## src/abfc_pkg.sv

```systemverilog
package abfc_pkg;

    localparam int BLOCKS     = 4;
    localparam int WORD_W     = 32;
    localparam int POS_W      = 3;
    localparam int BLK_IDX_W  = $clog2(BLOCKS);
    localparam int CAL_IDX_W  = $clog2(BLOCKS + 1);
    localparam int PED_W      = 48;
    localparam int DIV_CNT_W  = $clog2(PED_W);
    localparam int Q_DEPTH    = 2;
    localparam int Q_PTR_W    = $clog2(Q_DEPTH);
    localparam int PADDR_W    = 4;

    localparam logic [POS_W-1:0] POS_TOTAL  = POS_W'(BLOCKS);
    localparam logic [POS_W-1:0] POS_STATUS = POS_W'(BLOCKS + 1);

    localparam logic [1:0] REG_ENABLE    = 2'd0;
    localparam logic [1:0] REG_PEDESTAL  = 2'd1;
    localparam logic [1:0] REG_CALFACTOR = 2'd2;
    localparam logic [1:0] REG_BLOCKS    = 2'd3;

    typedef struct packed {
        logic [31:0] data_word;
        logic        last_in_buffer;
    } abfc_in_t;

    typedef struct packed {
        logic [63:0] block0_value;
        logic [63:0] block1_value;
        logic [63:0] block2_value;
        logic [63:0] block3_value;
        logic [63:0] total_value;
        logic [7:0]  seq_id;
        logic [15:0] sample_count;
        logic        sums_match;
        logic        short_frame;
    } abfc_out_t;

    typedef struct packed {
        logic [BLOCKS-1:0][WORD_W-1:0] raw;
        logic [WORD_W-1:0]             hw_total;
        logic [7:0]                    seq;
        logic [15:0]                   ns;
        logic                          sums_match;
        logic                          short_frame;
    } abfc_job_t;

    typedef struct packed {
        logic        channel_enabled;
        logic [31:0] pedestal;
        logic [31:0] calibration_factor;
        logic [4:0]  blocks_per_event;
    } abfc_cfg_t;

    typedef struct packed {
        logic full;
        logic empty;
    } abfc_qstat_t;

endpackage

```

## src/abfc_front.sv

```systemverilog
module abfc_front
    import abfc_pkg::*;
(
    input  logic        clk,
    input  logic        rst_n,
    input  logic        push,
    input  abfc_in_t    item,
    output logic        full,
    input  logic        enabled,
    input  abfc_qstat_t qstat,
    output logic        job_push,
    output abfc_job_t   job
);

    logic [POS_W-1:0]              pos_reg, pos_next;
    logic [WORD_W+1:0]             block_total_reg, block_total_next;
    logic [BLOCKS-1:0][WORD_W-1:0] raw_reg;
    logic [WORD_W-1:0]             hw_reg;
    logic                          accept;
    logic                          is_status;

    assign full      = qstat.full;
    assign accept    = push & ~qstat.full;
    assign is_status = (pos_reg == POS_STATUS);

    always_comb
    begin
        block_total_next = block_total_reg;
        if (pos_reg < POS_TOTAL)
        begin
            block_total_next = ((pos_reg == '0) ? '0 : block_total_reg)
                               + {2'b00, item.data_word};
        end
        if (is_status || item.last_in_buffer)
        begin
            pos_next = '0;
        end
        else
        begin
            pos_next = pos_reg + POS_W'(1);
        end
    end

    always_comb
    begin
        job_push = accept & enabled & (is_status | item.last_in_buffer);
        job = '0;
        if (is_status)
        begin
            job.raw        = raw_reg;
            job.hw_total   = hw_reg;
            job.seq        = item.data_word[15:8];
            job.ns         = item.data_word[31:16];
            job.sums_match = (block_total_reg == {2'b00, hw_reg});
        end
        else
        begin
            job.short_frame = 1'b1;
        end
    end

    always_ff @(posedge clk or negedge rst_n)
    begin
        if (!rst_n)
        begin
            pos_reg         <= '0;
            block_total_reg <= '0;
        end
        else if (accept)
        begin
            pos_reg         <= pos_next;
            block_total_reg <= block_total_next;
        end
    end

    always_ff @(posedge clk)
    begin
        if (accept && pos_reg < POS_TOTAL)
        begin
            raw_reg[pos_reg[BLK_IDX_W-1:0]] <= item.data_word;
        end
        if (accept && pos_reg == POS_TOTAL)
        begin
            hw_reg <= item.data_word;
        end
    end

endmodule

```

## config.mk

```make
export PLATFORM = sky130hd
export DESIGN_NAME = abfc_front
export DESIGN_NICKNAME = d
export VERILOG_FILES = /design/src/abfc_pkg.sv /design/src/abfc_front.sv
export SDC_FILE = /design/constraint.sdc
export NUM_CORES = 1
export LEC_CHECK = 0
export BUFFER_PORTS_ARGS = -buffer_cell sky130_fd_sc_hd__buf_2
export CAP_MARGIN = 30
export CORE_MARGIN = 4
export CORE_UTILIZATION = 42
export CTS_BUF_LIST = sky130_fd_sc_hd__clkbuf_4
export DETAILED_ROUTE_END_ITERATION = 8
export REMOVE_ABC_BUFFERS = 1
export SLEW_MARGIN = 15
export SYNTH_ARGS = -nofsm -noshare
export SYNTH_HDL_FRONTEND = slang
export SYNTH_SLANG_ARGS = --single-unit
```

## constraint.sdc

```tcl
create_clock -name clk -period 6.3 [get_ports clk]
set_input_delay 0.945 -clock clk [delete_from_list [all_inputs] [get_ports clk]]
set_output_delay 0.945 -clock clk [all_outputs]
set_load 0.1 [all_outputs]
```

* After elaboration in Yosys (flattened, before gate mapping)
Cells that the tools add are included.
Word-level totals: bits in registers 197, RAM bits 0, ROM bits 0, latch bits 0, memories 0
Operators by class: equality and inequality tests 3, $mul 0, reductions and logical operators 6, order comparisons 3, $add $sub $neg 2, shift operators 0, muxes and demuxes 7, bitwise operators 5, div/mod/pow operators 0
Operators with widths (number):
- $mux W185 | 1
- $bwmux W128 | 1
- $demux W32 S2 | 1
- $add A34 B32 Y34 | 1
- $eq A34 B32 Y1 | 1
- $mux W34 | 1
- $mux W32 | 1
- $eq A3 B3 Y1 const B | 2
- $add A3 B1 Y3 const B | 1
- $and A1 B1 Y1 | 3
- $logic_and A1 B1 Y1 | 3
- $logic_not A3 Y1 | 1
- $lt A2 B3 Y1 const B | 1
- $lt A3 B3 Y1 const B | 1
- $mux W3 | 1
- $ge A2 B1 Y1 const B | 1
- $reduce_and A2 Y1 | 1
- $logic_or A1 B1 Y1 | 1
- $mux W1 | 1
- $not A1 Y1 | 1
- $or A1 B1 Y1 | 1

* Longest topological paths before layout
depth in word-level cells 5, gate-level depth with buffers 15, gate-level depth less buffers 14

* Least setup slack after synthesis
No wires, ideal clock.
path kind reg-to-output, start point reg pos_reg[1], end point out job[1] (netlist bit), setup slack 1.375 ns, stages on the path, launching flop included 8, data arrival time 3.980 ns, cell sequence dfrtp_1 -> inv_1 -> ha_1 -> clkbuf_1 -> nand2_1 -> nor4_1 -> nand4_1 -> nor3_1
RTL lines:
- start: declaration | line abfc_front.sv:15 | logic [POS_W-1:0] pos_reg, pos_next;
- start signal: assignment | line abfc_front.sv:71 | pos_reg <= pos_next;
- end: declaration | line abfc_front.sv:12 | output abfc_job_t job

* Final worst setup path
start point reg pos_reg[2], end point reg block_total_reg[31]
Between the ends: word-level cells in the longest chain between the ends 3
Ends and longest elaborated chain:
- $logic_not A3 Y1 | line abfc_front.sv:31 | block_total_next = ((pos_reg == '0) ? '0 : block_total_reg)
- $mux W34 | line abfc_front.sv:31
- $add A34 B32 Y34 | line abfc_front.sv:32 | + {2'b00, item.data_word};
- end signal: assignment | line abfc_front.sv:72 | block_total_reg <= block_total_next;
- end: declaration | line abfc_front.sv:16 | logic [WORD_W+1:0] block_total_reg, block_total_next;
Parallel ways exist; a longest one is shown, timed or not. A chain may end at the register's enable or synchronous reset.

==> reports/results.txt <==
Async SR Flop Fraction -> 18.78%
Seq/Total Area, Yosys -> 56.42%
drt first pass iters -> 5
Core Region -> 23610 µm²
CP startpoint kind -> register
post-route insts no fill -> 1421
max reg flops -> 128
area grow syn2layout -> 17.08%
post_cts resized -> 0
critical path class -> register to register
Die Wd -> 163.5 µm
total track usage -> 19.74%
root buffer cell -> clkbuf_4
top_reg_cell synth -> edfxtp_1
gate count after technology mapping -> 900
Total Power -> 0.003507 W
Ys Warns -> 0
Leak Pwr -> 5.793 nW
die extent in y -> 163.5 µm
max_cap viols -> 0
Final Skew -> 0.03240 ns
Synth cell types -> 67
Post-DRT Antenna Nets -> 0
Worst EP required -> 6.80 ns
post-route design area -> 11890 µm²
first-pass GRT wire length -> 41120 µm
pwr dens -> 295.0 nW/µm²
Period Utilization, post-route -> 69.01%
worst hold-check path type -> input pin to async pin
Residual DRC -> 0
H-tree depth -> 4
Post-synth top cells -> 190 x and3_1, 160 x edfxtp_1, 59 x clkbuf_1, 58 x nand2_1, 40 x and2_1
initial antenna violation count -> 1
DR vias -> 7536
Max Clk Rate -> 0.2300 GHz
worst vdd ir -> 0.0001171 V
Yosys top cell by area -> edfxtp_1
Final WS setup -> 1.952 ns
final slew viol count -> 0
area of the multi-input gates -> 4126 µm²
largest net degree at the start of global routing -> 107
global placement routability congestion -> 0.8929
TritonCTS buffer count -> 17
Crit Path Max Fanout -> 95
Register Area -> 5734 µm²
Rows -> 56
wire per inst -> 18.79 µm
clk sinks -> 197
Total Wirelength -> 26710 µm
syn avg cell area -> 11.28 µm²
fin util -> 50.36%
Slew Limit Headroom -> 47.00%
HPWL after DPL -> 18110 µm
Clock transition at path regs -> 0.18 ns
drt first-iter violations -> 462
placed cells -> 1386
synthesized cell area -> 10160 µm²
Final nets -> 1164
Max Buffers Root-to-Sink -> 2
initial core utilization -> 43.01%
I/O Buffers -> 225
Setup Fix Bufs, Post-CTS -> 0
status -> finished clean
Post-synth EDFFs -> 160
crit path DAT -> 4.85 ns
unrepaired setup endpoints after global routing -> false
vias in the first global route -> 7233
I/O pin cnt -> 227
layout cells sized above 1 -> 26.52%
post-synth top area share -> 47.31%
final-report setup violation count -> 0
fillcell total -> 2171
placed cell area -> 11550 µm²
most numerous cell in the Yosys netlist -> and3_1
fin crit period -> 4.348 ns
die area -> 26730 µm²
TritonCTS clock tree -> done
Fin. Hold Viols -> 0
crit end category -> register
Seq cells post-synth -> 197
worst slew pin tran -> 0.7950 ns
pre-CTS setup slack -> 1.931 ns
CTS Hold Buffers Added -> 0
GR Overflow Total -> 0
dominant cells by area after synthesis -> edfxtp_1 47%, and3_1 12%, dfrtp_1 9.1%, ha_1 4.4%, xor2_1 3.2%
clk_lat worst skew -> 0.59 ns
vias per inst -> 5.303
## cell type report
| type | instances | share of cell area, % |
|---|---|---|
| Clock inverter | 13 | 1.179 |
| Timing Repair Buffer | 236 | 10.78 |
| Tap cell | 319 | 3.357 |
| Clock buffer | 19 | 1.200 |
| Antenna cell | 1 | 0.02105 |
| Multi-Input combinational cell | 619 | 34.70 |
| Sequential cell | 197 | 48.23 |
| Inverter | 17 | 0.5367 |
## path summary, 6_finish.rpt
kind | slack [ns] | start | cells after the start | to
worst min register to register | 0.54 | block_total_reg[4] | 1 | block_total_reg[4]
min in group clk | 0.54 | block_total_reg[4] | 1 | block_total_reg[4]
worst max register to register | 1.95 | pos_reg[2] | 11 | block_total_reg[31]
max in group asynchronous | 5.56 | rst_n | 2 | pos_reg[2]
worst max-delay path | 1.95 | pos_reg[2] | 11 | block_total_reg[31]
worst min-delay path | 0.23 | rst_n | 1 | block_total_reg[31]
## routing by layer
metal | part of all wire (%) | vias up | track usage [%]
met5 | 0 | - | 0
met4 | 1.0 | 0 | 4.499
met2 | 46 | 210 | 31.36
met1 | 47 | 3601 | 28.59
li1 | - | 3710 | -
met3 | 5.6 | 15 | 3.280
## cells in the final DEF, fill, tap and decap left out, types with 7 or more instances in the layout
cell type,Yosys,layout
a21o_1,10,10
a21oi_1,31,31
a31oi_1,7,7
and2_1,40,37
and3_1,190,190
buf_2,5,225
buf_4,1,7
clkbuf_4,0,19
dfrtp_1,37,36
edfxtp_1,160,160
ha_1,36,35
inv_1,17,17
nand2_1,58,58
nand3_1,21,21
nand4_1,11,11
nor2_1,25,23
nor3_1,9,9
nor4_1,8,8
o21a_1,11,11
o21ai_0,38,38
o31ai_1,7,7
xnor2_1,12,12
xor2_1,37,37
## kinds of logic (layout without fill, tap and decap cells)
kind of cell,count (synthesis),in the layout,share of synthesized area (%)
simple gates,384,384,21.44
buf+inv,84,285,3.203
fa+ha+maj,37,37,4.632
other cells,0,1,0
mux,2,2,0.2094
compound gates,147,147,9.868
flops,197,197,56.42
xor+xnor,49,49,4.226
## metrics by stage
step / TNS [ns] / hold WS [ns]
after floorplan: -1.197 / 0.4793
after global placement: 0 / 0.4934
after detailed placement: 0 / 0.5049
after CTS: 0 / 0.1774
after global routing: 0 / 0.1771
final: 0 / 0.2294
## where the power goes
part / total, W / switching (W) / leakage, nW / internal, W
Clock: 0.000672 / 0.000483 / 0.157 / 0.000189
Sequential: 0.00166 / 0.000109 / 1.90 / 0.00155
Combinational: 0.00118 / 0.000760 / 3.73 / 0.000417
## critical path, stage by stage, from the launching register on
cell,delay (ns)
dfrtp_4,0.91
nand2b_1,0.70
buf_4,0.36
and2_1,0.16
ha_1,0.29
a21oi_2,0.18
o21ai_1,0.11
a221o_1,0.34
o2111ai_1,0.45
a211oi_1,0.21
or3_1,0.35
a31o_1,0.21
Note: power is estimated with default switching activity, not from simulation.
