$ cat src/abfc_pkg.sv
package abfc_pkg;

    localparam int BLOCKS     = 4;
    localparam int WORD_W     = 32;
    localparam int POS_W      = 3;
    localparam int BLK_IDX_W  = $clog2(BLOCKS);
    localparam int CAL_IDX_W  = $clog2(BLOCKS + 1);
    localparam int PED_W      = 48;
    localparam int DIV_CNT_W  = $clog2(PED_W);
    localparam int Q_DEPTH    = 2;
    localparam int Q_PTR_W    = $clog2(Q_DEPTH);
    localparam int PADDR_W    = 4;

    localparam logic [POS_W-1:0] POS_TOTAL  = POS_W'(BLOCKS);
    localparam logic [POS_W-1:0] POS_STATUS = POS_W'(BLOCKS + 1);

    localparam logic [1:0] REG_ENABLE    = 2'd0;
    localparam logic [1:0] REG_PEDESTAL  = 2'd1;
    localparam logic [1:0] REG_CALFACTOR = 2'd2;
    localparam logic [1:0] REG_BLOCKS    = 2'd3;

    typedef struct packed {
        logic [31:0] data_word;
        logic        last_in_buffer;
    } abfc_in_t;

    typedef struct packed {
        logic [63:0] block0_value;
        logic [63:0] block1_value;
        logic [63:0] block2_value;
        logic [63:0] block3_value;
        logic [63:0] total_value;
        logic [7:0]  seq_id;
        logic [15:0] sample_count;
        logic        sums_match;
        logic        short_frame;
    } abfc_out_t;

    typedef struct packed {
        logic [BLOCKS-1:0][WORD_W-1:0] raw;
        logic [WORD_W-1:0]             hw_total;
        logic [7:0]                    seq;
        logic [15:0]                   ns;
        logic                          sums_match;
        logic                          short_frame;
    } abfc_job_t;

    typedef struct packed {
        logic        channel_enabled;
        logic [31:0] pedestal;
        logic [31:0] calibration_factor;
        logic [4:0]  blocks_per_event;
    } abfc_cfg_t;

    typedef struct packed {
        logic full;
        logic empty;
    } abfc_qstat_t;

endpackage

$ cat src/abfc_queue.sv
module abfc_queue
    import abfc_pkg::*;
(
    input  logic        clk,
    input  logic        rst_n,
    input  logic        wr_en,
    input  abfc_job_t   wr_data,
    input  logic        rd_en,
    output abfc_job_t   rd_data,
    output abfc_qstat_t stat
);

    abfc_job_t            mem_reg [Q_DEPTH];
    logic [Q_PTR_W-1:0]   wr_ptr_reg, rd_ptr_reg;
    logic [Q_PTR_W:0]     count_reg;

    assign stat.full  = (count_reg == (Q_PTR_W+1)'(Q_DEPTH));
    assign stat.empty = (count_reg == '0);
    assign rd_data    = mem_reg[rd_ptr_reg];

    always_ff @(posedge clk or negedge rst_n)
    begin
        if (!rst_n)
        begin
            wr_ptr_reg <= '0;
            rd_ptr_reg <= '0;
            count_reg  <= '0;
        end
        else
        begin
            if (wr_en)
            begin
                wr_ptr_reg <= wr_ptr_reg + Q_PTR_W'(1);
            end
            if (rd_en)
            begin
                rd_ptr_reg <= rd_ptr_reg + Q_PTR_W'(1);
            end
            count_reg <= count_reg + (Q_PTR_W+1)'(wr_en) - (Q_PTR_W+1)'(rd_en);
        end
    end

    always_ff @(posedge clk)
    begin
        if (wr_en)
        begin
            mem_reg[wr_ptr_reg] <= wr_data;
        end
    end

endmodule

$ cat config.mk
export PLATFORM = sky130hd
export DESIGN_NAME = abfc_queue
export DESIGN_NICKNAME = d
export VERILOG_FILES = /design/src/abfc_pkg.sv /design/src/abfc_queue.sv
export SDC_FILE = /design/constraint.sdc
export NUM_CORES = 1
export LEC_CHECK = 0
export BUFFER_PORTS_ARGS = -buffer_cell sky130_fd_sc_hd__buf_2
export CORE_UTILIZATION = 54
export CTS_BUF_LIST = sky130_fd_sc_hd__clkbuf_8
export DETAILED_ROUTE_END_ITERATION = 8
export GPL_TIMING_DRIVEN = 0
export PLACE_DENSITY_LB_ADDON = 0.12
export SLEW_MARGIN = 10
export SYNTH_ARGS = -nofsm -noshare
export SYNTH_HDL_FRONTEND = slang
export SYNTH_SLANG_ARGS = --single-unit
$ cat constraint.sdc
create_clock -name clk -period 13.52 [get_ports clk]
set_input_delay 0.676 -clock clk [delete_from_list [all_inputs] [get_ports clk]]
set_output_delay 0.676 -clock clk [all_outputs]
set_load 0.05 [all_outputs]
---- Yosys cells after proc, flatten, opt, wreduce, memory -nomap -nowiden ----
Memories as Yosys holds them, arrays and structs flattened.
Index checks and enable logic that the tools add are counted.
storage, ports and cells
  register bits ........................... 4
  RAM bits ................................ 372
  output and inout bits ................... 188
  logic and storage cells ................. 12
  memories ................................ 1
memory list
  name     words  width  rd ports  clocked after Yosys merged registers in  wr ports  line              source
  mem_reg  2      186    1         0                                        1         abfc_queue.sv:13  abfc_job_t mem_reg [Q_DEPTH];
operators by class
  add/subtract/negate cells ............... 4
  equality and inequality tests ........... 1
  mux-type cells .......................... 2
  reductions and logical operators ........ 1
operators with widths
  cell                                         number
  1-bit adder, second input constant           2
  2-bit by 1-bit adder with 2-bit output       1
  2-bit == test, second input constant         1
  2-bit logical NOT                            1
  1-bit two-way mux                            2
  2-bit by 1-bit subtractor with 2-bit output  1

---- Logic depth before layout (Yosys ltp) ----
Gate-level depths: netlist of run 1.
  word-level depth ........................ 2
  depth in mapped cells ................... 5
  mapped depth without buffers ............ 5

---- Least setup slack after synthesis of run 1 ----
No wires, ideal clock.
  path kind ............................... input-to-reg
  start point ............................. input port wr_en
  end point ............................... memory mem_reg[0][0] in the netlist's numbering, enable pin
  arrival ................................. 8.702 ns
  setup slack ............................. 4.061 ns
  cell stages on the path ................. 1
  path buffers ............................ 0
  cell sequence ........................... nor2b_1
between the ends
  cells in the longest elaborated chain, start to end .. 2
RTL lines
  item                                     line              source
  from (decl)                              abfc_queue.sv:6   input logic wr_en,
  1-bit two-way mux                        abfc_queue.sv:45  if (wr_en)
  1-bit two-way mux (not written as such)  abfc_queue.sv:47  mem_reg[wr_ptr_reg] <= wr_data;
  to (decl)                                abfc_queue.sv:13
Every way passes these cells.

==> results of run 1 <==
[metrics by stage]
stage | setup TNS [ps] | utilization (%)
floorplan | 0 | -
global placement | -185600 | 64.6
detailed placement | 0 | 65.7
CTS | 0 | 69.7
global route | 0 | 69.7
finish | 0 | 69.8
[synthesized netlist by cell type (all sizes together)]
library cell,n,share of area (%)
nor2,1,0.026
mux2,186,18
xor3,1,0.17
xor2,2,0.12
inv,2,0.053
and2,1,0.044
dfrtp,4,0.71
nor2b,2,0.088
buf,21,1.4
ha,2,0.18
edfxtp,372,79
[layer usage]
metal / wire length [um] / part of all wire, % / GRT usage [%]
met1: 10000 / 36 / 22.3
met2: 14100 / 51 / 34.8
met3: 2810 / 10 / 8.26
met4: 981 / 3.5 / 9.39
met5: 27 / 0.097 / 0
[kinds of logic (layout without fill, tap and decap cells)]
logic type	count (synthesis)	in the layout	synth area share, %
adders and majority gates	2	2	0.177
buffers and inverters	23	518	1.50
muxes	186	186	18.2
xor gates and xnor gates	3	3	0.292
and+or+nand+nor	4	4	0.159
DFF	376	376	79.6
other	0	7	0
[worst max-delay path: cells and delay by family, from the launching register on]
family | cells | cell delay, ps
buf+inv | 4 | 750
mux | 1 | 330
flops | 1 | 340
[what timing repair did]
item / in CTS / in global routing
buffers inserted: 0 / 0
hold endpoints to repair: 4 / 0
gates resized for setup: 0 / 0
hold buffers: 1 / 0
[layout make-up]
class / instances / area, um2
repair buffers: 389 / 2170
clock inverters: 47 / 191
well taps: 330 / 413
diodes: 7 / 17.5
plain buffers: 21 / 205
flip-flops and latches: 376 / 11300
clock buffers: 59 / 812
multi-input cells: 195 / 2680
fillers: 1683 / 7700
inverters: 2 / 7.51
[worst paths after layout]
kind,start,endpoint,cells after the start
min in group asynchronous,rst_n,wr_ptr_reg,2
max in group asynchronous,rst_n,count_reg[0],2
worst min register to register,wr_ptr_reg,wr_ptr_reg,1
worst min-delay path,wr_data[111],mem_reg[0][111],1
worst max-delay path,rd_ptr_reg,rd_data[57],5
worst max register to register,wr_ptr_reg,mem_reg[1][106],3
[power groups by stage]
stage	registers [mW]	logic [mW]	clock network (mW)
6_report	1.59	1.97	0.813
5_1_grt	1.61	2.06	0.881
4_1_cts	1.60	2.00	0.836
3_5_place_dp	1.62	1.99	0
3_3_place_gp	1.71	1.93	0
2_1_floorplan	1.67	1.55	0
==> results.md, run 1 <==
| Stage | Quantity | Reported |
| --- | --- | --- |
| power and ir drop | Power share of the combinational group | 45.0% |
| sta | Final clock period utilization by the worst path | 19.9% |
| global routing | Overall global routing resource usage | 20.4% |
| synth | Sequential area share after synthesis | 79.6% |
| clocking | Total CTS buffers | 57 |
| placement | Dpl hpwl | 19500 um |
| worst setup path | Setup Crit Path Kind | flip-flop to output pin |
| power and ir drop | Switching power | 1.80 mW |
| floorplanning | Rows | 58 |
| detailed routing | Antenna viol nets, final | 0 |
| sta | Worst-Margin Slew | 827 ps |
| sta | Final setup fails | 0 |
| power and ir drop | Clock share of power | 18.6% |
| global routing | Initial antenna violation count | 8 |
| final layout | Layout net count | 1234 |
| global routing | Vias in the first global route | 7429 |
| sta | Max-slew violation total from the final report | 0 |
| worst setup path | Critical Path RT | 12840 ps |
| synth | Count of state elements after synthesis | 376 |
| detailed routing | Drc violations | 0 |
| placement | Setup slack after placement | 11100 ps |
| synth | Summed instance area of the synthesized netlist | 14200 um2 |
| flow run | Number of max-cap violations | 0 |
| global routing | Total congestion overflow after global routing | 0 |
| detailed routing | Total Routed Length | 28000 um |
| power and ir drop | Cell leakage power | 7.21 nW |
| worst setup path | Type of destination of the critical path | output pin |
| power and ir drop | Sum of internal, switching and leakage power | 4.38 mW |
| floorplanning | Die Area | 26900 um2 |
| sta | Maximum clock rate | 372 MHz |
| sta | RSZ-0062 raised after global routing | false |
| clocking | Clock-pin slew reported for the worst setup and hold paths after clock tree synthesis | 70 ps |
| detailed routing | Ratio of routed vias to standard cells | 4.98 |
| hold path | Hold/Removal Path Class | input port to flip-flop |
| floorplanning | I/O pin total | 378 |
| sta | Clk_skew | 21.2 ps |
| power and ir drop | Sequential share of power | 36.4% |
| floorplanning | Die extent in y | 164 um |
| worst setup path | Crit-path cells | buf_6, buf_6, buf_6, mux2_4, buf_2 |
| clocking | Max clock buf depth | 3 |
| synth | Number of warnings issued by yosys | 0 |
| sta | Post-route minimum period | 2690 ps |
| worst setup path | Stage delay of the slowest cell on the critical path | 340 ps |
| worst setup path | Cell with the largest stage delay on the worst path | dfrtp_1 |
| outcome | Outcome | completed |
| power and ir drop | Maximum VDD drop | 0.146 mV |
| sta | Worst hold slack after final layout | 276 ps |
| final layout | Number of flip-flops under the largest register name | 372 |
| synth | Synthesized area per cell | 23.8 um2 |
| synth | Post-Syn Nets | 786 |
| power and ir drop | Switching power share of the total | 41.1% |
| final layout | Layout cell share with drive strength beyond 1 | 61.2% |
| placement | PortBufs | 377 |
| clocking | CTS HTree Levels | 2 |
| synth | Gate count of the mapped netlist | 594 |
| floorplanning | Die Wd | 164 um |
| placement | Cell total after placement | 1312 |
| detailed routing | Routed length per instance | 19.6 um |
| worst setup path | Reg-to-reg setup timing slack | 11530 ps |
| global routing | First-pass GRT wire length | 40300 um |
| final layout | Most common library cell in the layout ignoring fill and taps | buf_2 |
| power and ir drop | Power density cells | 246 nW/um2 |
| placement | RD Place Congestion | 0.755 |
| sta | Post-route worst setup slack | 10830 ps |
| final layout | Commonest non-fill, non-tap cells in the layout | 382 x buf_2, 372 x edfxtp_1, 130 x mux2_4, 59 x clkbuf_8, 56 x mux2_2 |
| worst setup path | CP dominant cell by count | buf_6 |
| global routing | Maximum number of pins on one net before global-route repair | 57 |
| worst setup path | Crit path DAT | 2010 ps |
| placement | Post-place instance area | 16700 um2 |
| sta | Max_slew headroom | 44.8% |
| detailed routing | Initial DRC count | 411 |
| detailed routing | Length of the first detailed-routing pass in iterations | 4 |
| floorplanning | Area of the core | 25500 um2 |
| sta | Number of hold-slack violations in the final timing report | 0 |
| final layout | Layout area overhead | 25.5% |
| clocking | CTS tree | yes |
| clocking | Clock Root Buffer | clkbuf_8 |
| clocking | Clock network latency to the later pin of the worst-skew pair | 580 ps |
| final layout | Count of placed standard cells in the final layout, fillers left out | 1426 |
| detailed routing | Vias after detailed routing | 7103 |
| worst setup path | Setup crit start kind | flip-flop |
| final layout | Final Cell Area | 17800 um2 |
| worst setup path | Maximum fanout count along the critical path | 10 |
| floorplanning | Starting utilization of the core area | 55.6% |
| power and ir drop | Internal | 2.58 mW |
| synth | Number of distinct library cells after synthesis | 13 |
| clocking | Sinks on Clock Net | 376 |
(Power assumes the default switching activity.)
==> run 2, diff against run 1 <==
==> constraint.sdc (replaced) <==
create_clock -name clk -period 2.6 [get_ports clk]
set_input_delay 0.13 -clock clk [delete_from_list [all_inputs] [get_ports clk]]
set_output_delay 0.13 -clock clk [all_outputs]
set_load 0.05 [all_outputs]
==> run 2 against run 1 <==
  * Die area is the same
  * Via count is 12% higher
  * Hold slack lost 7.7 ps
  * Clock power rose to 5.3 times the previous value
  * Sequential cell count did not move
  * Non-clock buffer count is 188 higher
  * Cell count is 13% higher
  * Register-to-register slack lost 11000 ps
  * Sequential share of layout area is 6.0 points lower
  * Setup slack got worse by 10000 ps
  * Highest routed layer is now met4
==> results.md, run 2 (same netlist as run 1, synthesis figures left out) <==
| Stage | Quantity | Reported | Change |
| --- | --- | --- | --- |
| clocking | CTS HTree Levels | 2 | unchanged |
| sta | Worst hold slack after final layout | 269 ps | was 276 ps |
| worst setup path | CP dominant cell by count | buf_6 | unchanged |
| worst setup path | Worst R2R End | mem_reg[0][63] | was mem_reg[1][106] |
| sta | Post-route minimum period | 2140 ps |  |
| worst setup path | Setup crit start kind | flip-flop | unchanged |
| global routing | Initial antenna violation count | 2 | was 8 |
| floorplanning | Starting utilization of the core area | 55.6% | unchanged |
| detailed routing | Vias after detailed routing | 7949 | was 7103 |
| power and ir drop | Maximum VDD drop | 0.800 mV | was 0.146 mV |
| clocking | Sinks on Clock Net | 376 | unchanged |
| worst setup path | Critical Path RT | 2470 ps | was 12840 ps |
| sta | Post-route worst setup slack | 463 ps | was 10830 ps |
| sta | Clk_skew | 9.57 ps | was 21.2 ps |
| final layout | Commonest non-fill, non-tap cells in the layout | 382 x buf_2, 372 x edfxtp_1, 190 x dlygate4sd3_1, 130 x mux2_4, 64 x clkbuf_8 | was 382 x buf_2, 372 x edfxtp_1, 130 x mux2_4, 59 x clkbuf_8, 56 x mux2_2 |
| worst setup path | Maximum fanout count along the critical path | 10 | unchanged |
| flow run | Number of max-cap violations | 0 | unchanged |
| worst setup path | Setup Crit Path Kind | flip-flop to output pin | unchanged |
| power and ir drop | Power density cells | 1180 nW/um2 | was 246 nW/um2 |
| worst setup path | Kind of cell adding the most delay to the critical path | buffers and inverters | unchanged |
| sta | RSZ-0062 raised after global routing | false | unchanged |
| final layout | Utilization after layout | 77.1% | was 69.8% |
| global routing | Vias in the first global route | 8522 | was 7429 |
| final layout | Most common library cell in the layout ignoring fill and taps | buf_2 | unchanged |
| sta | Final setup fails | 0 | unchanged |
| detailed routing | Antenna viol nets, final | 0 | unchanged |
| detailed routing | Ratio of routed vias to standard cells | 4.95 | was 4.98 |
| worst setup path | Reg-to-reg setup timing slack | 520 ps | was 11530 ps |
| sta | Final total negative setup slack | 0 ps | unchanged |
| worst setup path | Critical path buffers and inverters | 4 | unchanged |
| detailed routing | Total Routed Length | 30800 um | was 28000 um |
| worst setup path | Type of destination of the critical path | output pin | unchanged |
| final layout | Layout net count | 1423 | was 1234 |
| power and ir drop | Switching power share of the total | 40.8% | was 41.1% |
| global routing | Maximum number of pins on one net before global-route repair | 53 | was 57 |
| worst setup path | Crit path DAT | 2010 ps | about the same |
| worst setup path | Critical Path Sink | rd_data[131] | was rd_data[57] |
| placement | PortBufs | 377 | unchanged |
| sta | Number of hold-slack violations in the final timing report | 0 | unchanged |
| clocking | Clock network latency to the later pin of the worst-skew pair | 580 ps | about the same |
| clocking | CTS tree | yes | unchanged |
| final layout | Layout cell share with drive strength beyond 1 | 51.8% | was 61.2% |
| outcome | Outcome | completed | unchanged |
| placement | RD Place Congestion | 0.735 | was 0.755 |
| floorplanning | Die Wd | 164 um | unchanged |
| worst setup path | Stage delay of the slowest cell on the critical path | 340 ps | about the same |
| hold path | Hold/Removal Path Class | input port to flip-flop | unchanged |
| power and ir drop | Sum of internal, switching and leakage power | 23.1 mW | was 4.38 mW |
| detailed routing | Routed length per instance | 19.2 um | was 19.6 um |
| worst setup path | Start point of the critical path | rd_ptr_reg | unchanged |
| sta | Maximum clock rate | 468 MHz |  |
| floorplanning | Rows | 58 | unchanged |
| power and ir drop | Power share of the combinational group | 45.3% | was 45.0% |
| final layout | Number of flip-flops under the largest register name | 372 | unchanged |
| clocking | Clock Root Buffer | clkbuf_8 | unchanged |
| final layout | Layout area overhead | 38.7% | was 25.5% |
| detailed routing | Drc violations | 0 | unchanged |
| worst setup path | Worst R2R Path Depth | 4 | was 3 |
| floorplanning | Die Area | 26900 um2 | unchanged |
| placement | Dpl hpwl | 19700 um | was 19500 um |
| floorplanning | I/O pin total | 378 | unchanged |
| floorplanning | Die extent in y | 164 um | unchanged |
| global routing | Overall global routing resource usage | 22.5% | was 20.4% |
| worst setup path | R2r startpoint | wr_ptr_reg | unchanged |
| global routing | First-pass GRT wire length | 45100 um | was 40300 um |
| power and ir drop | Clock share of power | 18.7% | was 18.6% |
| clocking | Clock-pin slew reported for the worst setup and hold paths after clock tree synthesis | 70 ps | about the same |
| power and ir drop | Internal | 13.7 mW | was 2.58 mW |
| sta | Worst-Margin Slew | 779 ps | was 827 ps |
| placement | Setup slack after placement | 490 ps | was 11100 ps |
| clocking | Number of instances resized during post-cts repair | 0 | unchanged |
| worst setup path | Cell with the largest stage delay on the worst path | dfrtp_1 | unchanged |
| detailed routing | Length of the first detailed-routing pass in iterations | 4 | unchanged |
| global routing | Total congestion overflow after global routing | 0 | unchanged |
| detailed routing | Initial DRC count | 355 | was 411 |
| power and ir drop | Cell leakage power | 8.01 nW | was 7.21 nW |
| power and ir drop | Switching power | 9.43 mW | was 1.80 mW |
| power and ir drop | Sequential share of power | 35.9% | was 36.4% |
| worst setup path | Crit-path cells | buf_6, buf_6, buf_6, mux2_4, buf_2 | unchanged |
| sta | Final clock period utilization by the worst path | 82.2% |  |
| sta | Max_slew headroom | 48.0% | was 44.8% |
| floorplanning | Area of the core | 25500 um2 | unchanged |
| clocking | Total CTS buffers | 58 | was 57 |
| sta | Max-slew violation total from the final report | 0 | unchanged |
| worst setup path | Number of gates on the worst path with buffers counted | 5 | unchanged |
| clocking | Max clock buf depth | 3 | unchanged |
| hold path | Origin of the worst min-delay path | wr_data[32] | was wr_data[111] |
==> run 2: cell types whose count changed in the layout (fill, tap and decap cells not counted) <==
cell	before	now
inv_1	23	30
diode_2	7	3
clkinvlp_4	1	0
buf_12	4	6
clkinv_2	9	0
buf_16	7	4
clkinv_1	16	10
clkbuf_8	59	64
dlygate4sd3_1	1	190
==> run 2: stage by stage <==
stage | std cells | instance area, um2
finish | 1606 | 19600
global route | 1605 | 19600
CTS | 1603 | 19600
detailed placement | 1311 | 16700
global placement | 1301 | 16500
floorplan | 594 | 14200
==> run 2: layout make-up <==
type / instances / area (um2)
sequential: 376 / 11300
buffer: 21 / 205
antenna: 3 / 7.51
multi-input combinational: 195 / 2680
tap: 330 / 413
timing repair buffer: 577 / 4020
clock inverter: 38 / 143
clock buffer: 64 / 881
inverter: 2 / 7.51
fill: 1487 / 5840
==> run 2: timing repair <==
item,CTS,global route
buffers inserted,0,0
endpoints found under the hold margin,379,0
hold buffers,190,0
==> run 2: how the worst min path moves through the flow <==
stage	endpoint	slack (ps)	depth (start not counted)
after global routing	mem_reg[0][19]	250	2
after detailed placement	count_reg[1]	-60	1
after CTS	mem_reg[0][41]	230	2
final	mem_reg[1][32]	270	2
after global placement	count_reg[1]	-60	1
after floorplan	count_reg[0]	-170	0
==> run 2: per-layer routing <==
metal,up-vias,wire (um),GRT usage (%)
met5,-,0,0
met4,0,811,8.38
met3,57,2450,7.20
met2,311,16700,41.9
met1,3925,10800,23.6
li1,3656,-,-
==> run 2: worst register-to-register path: stages (launching register included) <==
cell	delay (ps)
dfrtp_1	420
nor2b_4	640
buf_12	300
buf_16	210
buf_12	200
==> run 2: power by group through the flow <==
| stage | Combinational [mW] | Sequential [mW] | Clock, mW |
|---|---|---|---|
| 3_3_place_gp | 10.0 | 8.56 | 0 |
| 5_1_grt | 10.9 | 8.40 | 4.69 |
| 4_1_cts | 10.5 | 8.31 | 4.39 |
| 6_report | 10.5 | 8.31 | 4.32 |
| 2_1_floorplan | 8.07 | 8.46 | 0 |
| 3_5_place_dp | 10.3 | 8.43 | 0 |
